$ cat src/design/chgs_pkg.sv
`default_nettype none
// ----------------------------------------------------------------------------
// chgs_pkg: shared types and constants for the Graham scan hull block
// Sizes of the point store, index and coordinate widths, controller commands.
// ----------------------------------------------------------------------------
package chgs_pkg;
  localparam int MaxPoints = 64;
  localparam int CoordBits = 16;
  localparam int IdxBits   = $clog2(MaxPoints);
  localparam int CntBits   = IdxBits + 1;
  localparam int DiffBits  = CoordBits + 1;
  localparam int ProdBits  = 2 * DiffBits;
  localparam int CrossBits = ProdBits + 1;

  typedef logic signed [CoordBits-1:0] coord_t;
  typedef logic [IdxBits-1:0]          idx_t;
  typedef logic [CntBits-1:0]          cnt_t;

  // datapath operations requested by the controller
  localparam logic [3:0] OpNone     = 4'd0;
  localparam logic [3:0] OpLoad     = 4'd1;
  localparam logic [3:0] OpRdPt     = 4'd2;  // read point at addr into slot A/B/C
  localparam logic [3:0] OpRdOrd    = 4'd3;  // read order entry at addr
  localparam logic [3:0] OpWrOrd    = 4'd4;  // write order entry
  localparam logic [3:0] OpRdStk    = 4'd5;  // read stack entry
  localparam logic [3:0] OpWrStk    = 4'd6;  // write stack entry
  localparam logic [3:0] OpMul      = 4'd7;  // form products from slots
  localparam logic [3:0] OpCross    = 4'd8;  // combine products

  typedef struct packed {
    logic [3:0] op;
    idx_t       addr;
    idx_t       wdata;
    logic [1:0] slot;
    logic       use_dist;   // products form squared distance instead of cross
  } dp_cmd_t;

  typedef struct packed {
    idx_t        rdata;   // registered index read
    coord_t      ax;
    coord_t      ay;
    coord_t      bx;
    coord_t      by;
    coord_t      cx;
    coord_t      cy;
    logic signed [CrossBits-1:0] res;
  } dp_stat_t;
endpackage
`default_nettype wire

$ cat src/design/chgs_ctrl.sv
`default_nettype none
// ----------------------------------------------------------------------------
// chgs_ctrl: controller of the hull block
// Load, anchor search, insertion sort, stack scan and vertex output.
// ----------------------------------------------------------------------------
module chgs_ctrl (
  input  wire logic              clk,
  input  wire logic              rst,
  input  wire logic              pt_valid,
  output logic                   pt_ready,
  input  wire logic              pt_last,
  output logic                   hull_valid,
  input  wire logic              hull_ready,
  output chgs_pkg::coord_t       hull_x,
  output chgs_pkg::coord_t       hull_y,
  output logic                   hull_last,
  output chgs_pkg::dp_cmd_t      cmd,
  input  wire chgs_pkg::dp_stat_t stat
);
  import chgs_pkg::*;

  // state codes
  localparam logic [4:0] SLoad   = 5'd0;
  localparam logic [4:0] SAnRd   = 5'd1;
  localparam logic [4:0] SAnWt   = 5'd2;
  localparam logic [4:0] SAnCmp  = 5'd3;
  localparam logic [4:0] SOrdWr  = 5'd4;
  localparam logic [4:0] SSrtRdV = 5'd5;
  localparam logic [4:0] SSrtWtV = 5'd6;
  localparam logic [4:0] SSrtRdJ = 5'd7;
  localparam logic [4:0] SSrtWtJ = 5'd8;
  localparam logic [4:0] SSrtPtQ = 5'd9;
  localparam logic [4:0] SSrtWtQ = 5'd10;
  localparam logic [4:0] SCmp    = 5'd11;
  localparam logic [4:0] SCmpW   = 5'd12;
  localparam logic [4:0] SCmpR   = 5'd13;
  localparam logic [4:0] SScRdP  = 5'd14;
  localparam logic [4:0] SScWtP  = 5'd15;
  localparam logic [4:0] SScPtC  = 5'd16;
  localparam logic [4:0] SScWtC  = 5'd17;
  localparam logic [4:0] SScRdT  = 5'd18;
  localparam logic [4:0] SScWtT  = 5'd19;
  localparam logic [4:0] SScPtT  = 5'd20;
  localparam logic [4:0] SScWtT2 = 5'd21;
  localparam logic [4:0] SScTurn = 5'd22;
  localparam logic [4:0] SOutRd  = 5'd23;
  localparam logic [4:0] SOutWt  = 5'd24;
  localparam logic [4:0] SOutPt  = 5'd25;
  localparam logic [4:0] SOutWt2 = 5'd26;
  localparam logic [4:0] SOut    = 5'd27;
  localparam logic [4:0] SMul    = 5'd28;
  localparam logic [4:0] SCross  = 5'd29;
  localparam logic [4:0] SCrWt   = 5'd30;

  logic [4:0] state, state_next, ret, ret_next;
  cnt_t count, count_next, i, i_next, j, j_next, top, top_next;
  idx_t anchor, anchor_next, v, v_next, q, q_next, p, p_next;
  idx_t s1, s1_next;
  logic use_dist, use_dist_next;
  logic [2:0] phase, phase_next;
  logic signed [CrossBits-1:0] cr, cr_next;
  coord_t ox, ox_next, oy, oy_next;
  logic olast, olast_next, ovalid, ovalid_next;
  logic fire;
  logic dup;

  assign fire = pt_valid && pt_ready;
  assign pt_ready = (state == SLoad);
  assign hull_valid = ovalid;
  assign hull_x = ox;
  assign hull_y = oy;
  assign hull_last = olast;
  assign dup = (stat.bx == stat.cx) && (stat.by == stat.cy);

  always_comb begin
    state_next = state; ret_next = ret; count_next = count; i_next = i; j_next = j;
    top_next = top; anchor_next = anchor; v_next = v; q_next = q; p_next = p;
    s1_next = s1; use_dist_next = use_dist; phase_next = phase; cr_next = cr;
    ox_next = ox; oy_next = oy; olast_next = olast; ovalid_next = ovalid;
    cmd = '0;
    if (ovalid && hull_ready) ovalid_next = 1'b0;
    unique case (state)
      // one beat per point into the point store
      SLoad: begin
        if (fire) begin
          cmd.op = OpLoad; cmd.addr = count[IdxBits-1:0];
          count_next = count + 1'b1;
          if (pt_last || count == cnt_t'(MaxPoints - 1)) begin
            anchor_next = '0; i_next = cnt_t'(1);
            cmd.op = OpLoad;
            state_next = SAnRd; phase_next = '0;
          end
        end
      end
      // anchor search: A holds anchor, B holds candidate
      SAnRd: begin
        if (i >= count) begin
          i_next = '0; j_next = cnt_t'(1); state_next = SOrdWr;
          cmd.op = OpWrOrd; cmd.addr = '0; cmd.wdata = anchor;
        end else begin
          cmd.op = OpRdPt;
          cmd.addr = phase[0] ? i[IdxBits-1:0] : anchor;
          cmd.slot = phase[0] ? 2'd1 : 2'd0;
          state_next = SAnWt;
        end
      end
      SAnWt: begin
        if (!phase[0]) begin phase_next = 3'd1; state_next = SAnRd; end
        else state_next = SAnCmp;
      end
      SAnCmp: begin
        phase_next = '0;
        if (stat.bx < stat.ax || (stat.bx == stat.ax && stat.by < stat.ay))
          anchor_next = i[IdxBits-1:0];
        i_next = i + 1'b1; state_next = SAnRd;
      end
      // order list: anchor then the rest in arrival order
      SOrdWr: begin
        if (i >= count) begin
          i_next = cnt_t'(2); state_next = SSrtRdV;
        end else begin
          if (i[IdxBits-1:0] != anchor) begin
            cmd.op = OpWrOrd; cmd.addr = j[IdxBits-1:0];
            cmd.wdata = i[IdxBits-1:0]; j_next = j + 1'b1;
          end
          i_next = i + 1'b1;
        end
      end
      // insertion sort, outer step
      SSrtRdV: begin
        if (i >= count) begin
          top_next = '0; s1_next = anchor; i_next = cnt_t'(1);
          cmd.op = OpWrStk; cmd.addr = '0; cmd.wdata = anchor;
          state_next = SScRdP;
        end else begin
          cmd.op = OpRdOrd; cmd.addr = i[IdxBits-1:0]; state_next = SSrtWtV;
        end
      end
      SSrtWtV: begin v_next = stat.rdata; j_next = i; state_next = SSrtRdJ; end
      SSrtRdJ: begin
        if (j <= cnt_t'(1)) begin
          cmd.op = OpWrOrd; cmd.addr = j[IdxBits-1:0]; cmd.wdata = v;
          i_next = i + 1'b1; state_next = SSrtRdV;
        end else begin
          cmd.op = OpRdOrd; cmd.addr = IdxBits'(j - 1'b1); state_next = SSrtWtJ;
        end
      end
      SSrtWtJ: begin q_next = stat.rdata; phase_next = '0; state_next = SSrtPtQ; end
      // load anchor (A), v (B), q (C)
      SSrtPtQ: begin
        cmd.op = OpRdPt; cmd.slot = phase[1:0];
        unique case (phase[1:0])
          2'd0: cmd.addr = anchor;
          2'd1: cmd.addr = v;
          default: cmd.addr = q;
        endcase
        state_next = SSrtWtQ;
      end
      SSrtWtQ: begin
        if (phase == 3'd2) begin
          use_dist_next = 1'b0; ret_next = SCmp; state_next = SMul;
        end else begin
          phase_next = phase + 1'b1; state_next = SSrtPtQ;
        end
      end
      SCmp: begin
        // cross done: nonzero decides, zero needs distances
        if (cr != '0) begin
          state_next = SCmpR; phase_next = {2'b0, cr[CrossBits-1]};
        end else begin
          // dist(v) into cr via B; then compare with dist(q)
          use_dist_next = 1'b1; ret_next = SCmpW; state_next = SMul;
        end
      end
      SCmpW: begin
        // cr now holds dist(a,v); swap q into B to get dist(a,q)
        s1_next = idx_t'(0);
        cmd.op = OpRdPt; cmd.addr = q; cmd.slot = 2'd1;
        p_next = '0; state_next = SCmpR; phase_next = 3'd4;
      end
      SCmpR: begin
        if (phase == 3'd4) begin
          phase_next = 3'd5; // wait for slot B load
        end else if (phase == 3'd5) begin
          phase_next = 3'd6; ret_next = SCmpR; use_dist_next = 1'b1;
          v_next = v; state_next = SMul;
          q_next = q;
          // keep dist(v) aside in ox/oy is not possible; use top bits below
        end else begin
          // phase 6: stat.res holds dist(q), cr still holds dist(v); decision bit in phase[0]
          if (phase == 3'd6) phase_next = {2'b0, ($signed(stat.res) > cr)};
          if ((phase == 3'd6) ? ($signed(stat.res) > cr) : phase[0]) begin
            cmd.op = OpWrOrd; cmd.addr = j[IdxBits-1:0]; cmd.wdata = q;
            j_next = j - 1'b1; state_next = SSrtRdJ;
          end else begin
            cmd.op = OpWrOrd; cmd.addr = j[IdxBits-1:0]; cmd.wdata = v;
            i_next = i + 1'b1; state_next = SSrtRdV;
          end
        end
      end
      // scan: read order[i], compare against stack top
      SScRdP: begin
        if (i >= count) begin
          i_next = '0; state_next = SOutRd;
        end else begin
          cmd.op = OpRdOrd; cmd.addr = i[IdxBits-1:0]; state_next = SScWtP;
        end
      end
      SScWtP: begin p_next = stat.rdata; phase_next = '0; state_next = SScPtC; end
      SScPtC: begin
        cmd.op = OpRdPt; cmd.slot = phase[0] ? 2'd1 : 2'd2;
        cmd.addr = phase[0] ? s1 : p; state_next = SScWtC;
      end
      // phase 1 takes an extra wait step in this state so slot B has landed before the compare
      SScWtC: begin
        if (phase == 3'd0) begin phase_next = 3'd1; state_next = SScPtC; end
        else if (phase == 3'd1) phase_next = 3'd2;
        else if (dup) begin i_next = i + 1'b1; state_next = SScRdP; end
        else state_next = SScRdT;
      end
      SScRdT: begin
        if (top == '0) begin
          top_next = top + 1'b1; s1_next = p;
          cmd.op = OpWrStk; cmd.addr = IdxBits'(top + 1'b1); cmd.wdata = p;
          i_next = i + 1'b1; state_next = SScRdP;
        end else begin
          cmd.op = OpRdStk; cmd.addr = IdxBits'(top - 1'b1); state_next = SScWtT;
        end
      end
      SScWtT: begin q_next = stat.rdata; state_next = SScPtT; end
      SScPtT: begin
        cmd.op = OpRdPt; cmd.slot = 2'd0; cmd.addr = q; state_next = SScWtT2;
      end
      SScWtT2: begin use_dist_next = 1'b0; ret_next = SScTurn; state_next = SMul; end
      SScTurn: begin
        if (!cr[CrossBits-1]) begin
          // pop: new top is q, already in A; move to B
          top_next = top - 1'b1; s1_next = q;
          cmd.op = OpRdPt; cmd.slot = 2'd1; cmd.addr = q;
          phase_next = 3'd1; state_next = SScWtC;
        end else begin
          top_next = top + 1'b1; s1_next = p;
          cmd.op = OpWrStk; cmd.addr = IdxBits'(top + 1'b1); cmd.wdata = p;
          i_next = i + 1'b1; state_next = SScRdP;
        end
      end
      // shared multiply and combine, returns to ret
      SMul: begin cmd.op = OpMul; cmd.use_dist = use_dist; state_next = SCross; end
      SCross: begin cmd.op = OpCross; cmd.use_dist = use_dist; state_next = SCrWt; end
      SCrWt: begin
        if (ret != SCmpR) cr_next = stat.res;
        state_next = ret;
      end
      // output vertices from the stack
      SOutRd: begin
        if (!ovalid || hull_ready) begin
          cmd.op = OpRdStk; cmd.addr = i[IdxBits-1:0]; state_next = SOutWt;
        end
      end
      SOutWt: begin q_next = stat.rdata; state_next = SOutPt; end
      SOutPt: begin
        cmd.op = OpRdPt; cmd.slot = 2'd0; cmd.addr = q; state_next = SOutWt2;
      end
      SOutWt2: state_next = SOut;
      SOut: begin
        if (!ovalid || hull_ready) begin
          ovalid_next = 1'b1; ox_next = stat.ax; oy_next = stat.ay;
          olast_next = (i == top);
          if (i == top) begin count_next = '0; state_next = SLoad; end
          else begin i_next = i + 1'b1; state_next = SOutRd; end
        end
      end
      default: state_next = SLoad;
    endcase
  end

  always_ff @(posedge clk) begin
    if (rst) begin
      state <= SLoad; count <= '0; top <= '0; ovalid <= 1'b0;
    end else begin
      state <= state_next; count <= count_next; top <= top_next; ovalid <= ovalid_next;
    end
    ret <= ret_next; i <= i_next; j <= j_next; anchor <= anchor_next;
    v <= v_next; q <= q_next; p <= p_next; s1 <= s1_next; use_dist <= use_dist_next;
    phase <= phase_next; cr <= cr_next; ox <= ox_next; oy <= oy_next;
    olast <= olast_next;
  end

  // input beats are taken only while loading
  a_load_only: assert property (@(posedge clk) disable iff (rst)
    fire |-> (state == SLoad)) else $error("input taken outside load");
  // a waiting vertex holds its data
  a_hold: assert property (@(posedge clk) disable iff (rst)
    ovalid && !hull_ready |=> ovalid && $stable(ox) && $stable(oy))
    else $error("vertex changed while stalled");
  // stack never exceeds the point store depth MaxPoints
  a_top: assert property (@(posedge clk) disable iff (rst)
    top <= cnt_t'(MaxPoints)) else $error("stack overflow");
endmodule
`default_nettype wire

$ cat config.mk
export PLATFORM = sky130hd
export DESIGN_NAME = chgs_ctrl
export DESIGN_NICKNAME = d
export VERILOG_FILES = /design/src/design/chgs_pkg.sv /design/src/design/chgs_ctrl.sv
export SDC_FILE = /design/constraint.sdc
export NUM_CORES = 1
export LEC_CHECK = 0
export BUFFER_PORTS_ARGS = -buffer_cell sky130_fd_sc_hd__buf_2
export CORE_ASPECT_RATIO = 1.75
export CORE_MARGIN = 8
export CORE_UTILIZATION = 45
export CTS_BUF_LIST = sky130_fd_sc_hd__clkbuf_8
export DETAILED_ROUTE_END_ITERATION = 10
export GPL_TIMING_DRIVEN = 0
export PLACE_DENSITY = 0.67
export RECOVER_POWER = 25
export SYNTH_ARGS = -nofsm -noshare
export SYNTH_HDL_FRONTEND = slang
export SYNTH_SLANG_ARGS = --single-unit
$ cat constraint.sdc
create_clock -name clk -period 10.5 [get_ports clk]
set_clock_uncertainty 0.15 [all_clocks]
set_input_delay 1.05 -clock clk [delete_from_list [all_inputs] [get_ports clk]]
set_output_delay 1.05 -clock clk [all_outputs]
set_load 0.01 [all_outputs]
# After elaboration in Yosys (flattened, before gate mapping)
# Cells that the tools add are included.
# word_totals
reg_bits	141
latchBits	0
mem_bits_rw	0
romBits	0
in_bits	142
word_cells	264
memories	0
# op_classes
addsub	7
mul	0
div	0
n_lt_le_gt_ge	5
n_eq_ne	76
shift	0
muxes	116
n_bitwise	0
reduce_logical	41
# op_table
operator	count
$mux 7	27
$pmux 5 s31	1
$mux 5	20
$mux 6	13
$pmux 6 s13	1
$pmux 7 s11	1
$eq 5x5->1 const B	15
$mux 15	4
$ne 2x2->1 const B	27
$pmux 4 s13	1
$eq 16x16->1	3
$mux 9	5
$eq 5x4->1 const B	8
$mux 3	12
$pmux 6 s2	3
$pmux 6 s6	1
$gt 35x35->1	1
$reduce_bool 35->1	1
$lt 16x16->1	2
$add 7x1->7 const B	4
$pmux 7 s4	1
$pmux 3 s9	1
$pmux 6 s4	1
$pmux 7 s3	1
49 further kinds	91

# Logic depth before layout (Yosys ltp)
# depth
depth_word	6
ltp_mapped	11
ltp_nobuf	9

# Worst setup path before layout
# OpenSTA, ideal clock, no wires.
# synth_timing
path_kind	input to register
start	in hull_ready
end	reg count[3]
setup_time_ns	0.120
t_arrival_ns	4.423
slack_ns	5.807
path_stages	7
path_buffers	1
cell_sequence	nor2b_1 -> nor3_1 -> a21o_1 -> clkbuf_1 -> nand4_1 -> xnor2_1 -> nor2_1
# synth_between
elab_chain_len	3
# synth_rtl
element	line	rtl
start, declared	chgs_ctrl.sv:13	input wire logic hull_ready,
$logic_or 1x1->1	chgs_ctrl.sv:266	if (!ovalid || hull_ready) begin
$ne 2x2->1 (no source line)	--	
$reduce_and 4->1 (no source line)	--	
end signal, assigned	chgs_ctrl.sv:281	state <= state_next; count <= count_next; top <= top_next; ovalid <= ovalid_next;
end, declared	chgs_ctrl.sv:56	cnt_t count, count_next, i, i_next, j, j_next, top, top_next;
# No other way between the ends.
# A chain may end at the register's enable or synchronous reset.

==> metrics.md <==
| Metric | Value |
|---|---|
| Status | finished, final reports clean |
| Initial antenna violation count | 0 |
| Vias in the first global route | about 10000 |
| CTS Root Cell | clkbuf_8 |
| Synth-to-layout area growth | 17.6% |
| Overall die area | 27700 um^2 |
| Detailed Route Iter0 Violations | 813 |
| GRT Residual Overflow | 0 |
| GRT Resource Usage Total | 27.9% |
| First-pass GRT wire length | slightly below 60 mm |
| CP startpoint | i[0] |
| Setup violations, final | 0 |
| Startpoint types | flip-flop |
| Max Fclk | ~190 MHz |
| Cts repair resizes | 0 |
| TritonCTS clock tree | yes |
| Die X | 129 um |
| Maximum VDD drop | between 0.08 and 0.09 mV |
| Core Rows | 72 |
| Cts hold-fix bufs | 0 |
| Most frequent cells in the layout | buf_2 (140), edfxtp_1 (121), clkbuf_1 (103), inv_1 (97), nor2_1 (87) |
| Final nets | about 1500 |
| Post-CTS setup buffers | 0 |
| Slowest stage delay, CP | approximately 900 ps |
| FFs w/ async S/R, synth | 0% |
| Worst-margin pin slew | between 1000 and 1500 ps |
| RSZ-0062 raised after global routing | no |
| Worst-path clk slew | 90 ps |
| Total power | 2.09 mW |
| Cts bufs inserted | 17 |
| Post-route minimum period | 5260 ps |
| Htree depth | 4 |
| Most common cell after layout, fill and taps aside | buf_2 |
| Synth unique cells | 71 |
| Worst reg2reg path startpoint | i[0] |
| Post-synth EDFFs | 121 |
| Worst Setup EP | cmd[7] |
| Crit Path Class | flip-flop to output pin |
| Worst slew margin | approximately 9% |
| Antenna diode count | 0 |
| Worst-path cell chain | clkbuf_1 > inv_1 > ha_1 > nand2b_1 > a211oi_1 > o21a_1 > or2_2 > nor3_1 > a221oi_1 > o211ai_1 > buf_2 |
| IO Count | 196 |
| Synthesized netlist net count | 1318 |
| Largest net degree at the start of global routing | 30 |
| Final Cycle Share | 50.1% |
| Final setup TNS | 0 ps |
| Buffers on Ports | 195 |
| RePlAce Congestion | 0.977 |
| Die height | 214 um |
| # DRC | 0 |
| Register area share after synthesis | between 30 and 40% |
| CP arrival | roughly 4100 ps |
| Longest Clk Path Bufs | 2 |
| Post-Synthesis Cell Area | 10100 um^2 |
| Worst hold-check path type | flip-flop to flip-flop |
| R2r setup slk | ~6500 ps |
| Main flop type after synthesis | edfxtp_1 |
| Post-Place Cells | around 1600 |
| Final wirelength | 38.5 mm |
| Worst flop-to-flop path endpoint | s1[4] |
| Initial Util | approximately 46% |
| CP max stage cell | nor3_1 |
| Share of cells above drive strength 1 | 14.5% |
| CP endpoint kind | output pin |
| Core ar. | 22100 um^2 |
| Syn. warnings | 0 |
| Power density over the cells | 176 nW/um^2 |
| Filler-free cell count of the finished design | approximately 1600 |
| Hpwl dp | ~31 mm |
| Routed WL per cell | 23.8 um |
| Syn_area_per_cell | 9.26 um^2 |
| Pleak | roughly 4.8 nW |
| Crit path required time | 9300 ps |
| 1st-pass router iterations | 6 |
| Mapped Cells | 1091 |
| # clock sinks | 141 |
| Final Hold Fails | 0 |
| Routed Antenna Nets | 0 |
| Crit Path Max Fanout | 9 |
| Yosys reg bits | between 100 and 150 |
| R2R depth | 10 |
| Vias | 9899 |
| Clk_lat worst skew | 480 ps |
| Slew Viols, Final | 0 |
| DR vias/cell | 6.11 |
| Maxcap violations | 0 |
critical path: cells and delay by family (launching register included):
family	cells	cell delay, ps
and+or+nand+nor	3	1340
AOI/OAI and AO/OA	4	690
adders and majority gates	1	320
buffers and inverters	3	870
DFF	1	360
how the worst min path moves through the flow:
stage          startpoint     end  slack (ps)  cells after the start
4_1_cts            top[6]  top[6]         420                      1
6_report           top[6]  top[6]         420                      1
3_3_place_gp       top[6]  top[6]         370                      1
5_1_grt            top[6]  top[6]         420                      1
2_1_floorplan      top[6]  top[6]         330                      1
3_5_place_dp       top[6]  top[6]         410                      1
kinds of logic (layout without fill, tap and decap cells):
group	count (synthesis)	after routing	share of synthesized area, %
buffers and inverters	151	383	5.74
AOI/OAI and AO/OA	280	280	19.2
adders and majority gates	85	85	10.5
and+or+nand+nor	354	354	17.6
DFF	141	141	39.9
muxes	7	7	0.693
xor gates and xnor gates	73	73	6.33
registers in the layout, indices dropped and copies added, names as in the netlist, 6 cells and up:
| name | count |
|---|---|
| anchor | 6 |
| count | 7 |
| cr | 35 |
| hull_x | 16 |
| hull_y | 16 |
| i | 7 |
| j | 7 |
| p | 6 |
| q | 6 |
| s1 | 6 |
| top | 7 |
| v | 6 |
Yosys cell counts, types with 7 or more instances:
library cell	n	area, um^2
edfxtp_1	121	3630
inv_1	96	360
nor2_1	87	327
ha_1	85	1060
nand2_1	80	300
a21oi_1	67	335
xnor2_1	55	482
o21ai_0	49	245
clkbuf_1	46	173
nor3_1	31	155
nand3_1	29	145
nand4_1	29	181
dfxtp_1	20	400
nor4_1	18	113
xor2_1	18	158
a211oi_1	15	113
and3_1	15	93.8
a221oi_1	14	123
nor2b_1	14	87.6
a22o_1	13	114
a22oi_1	12	90.1
nand2b_1	12	75.1
o22ai_1	11	68.8
a21o_1	10	75.1
o211ai_1	10	75.1
o2111ai_1	8	70.1
a222oi_1	7	70.1
mux2i_1	7	70.1
o221ai_1	7	61.3
power by group:
part           total, mW  leakage, nW  switching [mW]  internal (mW)
combinational      0.869         3.30           0.578          0.291
sequential         0.723         1.26          0.0531          0.670
clock              0.494        0.213           0.236          0.258
total               2.09         4.77           0.867           1.22
through the flow:
stage	hold slack, ps	area (um^2)	worst slack (ps)	util, %
floorplan	331	10100	5810	-
global placement	374	11500	4350	51.9
detailed placement	406	11500	5630	52.2
CTS	416	12000	5350	54.2
global route	421	11900	5100	53.9
finish	420	11900	5240	53.9
final cells by class:
class | instances | area [um^2]
inverter | 96 | 360
multi-input combinational | 799 | 5510
fill | 2148 | 10200
buffer | 55 | 220
sequential | 141 | 4030
clock inverter | 15 | 195
clock buffer | 17 | 234
tap | 296 | 370
timing repair buffer | 200 | 966
layer usage:
layer	track usage [%]	wire length (um)	part of all wire, %
met1	27.4	13100	34
met5	0	0	0
met3	8.14	3430	8.9
met2	48.4	19500	51
met4	19.8	2480	6.4
Power figures use the tool's default switching activity.
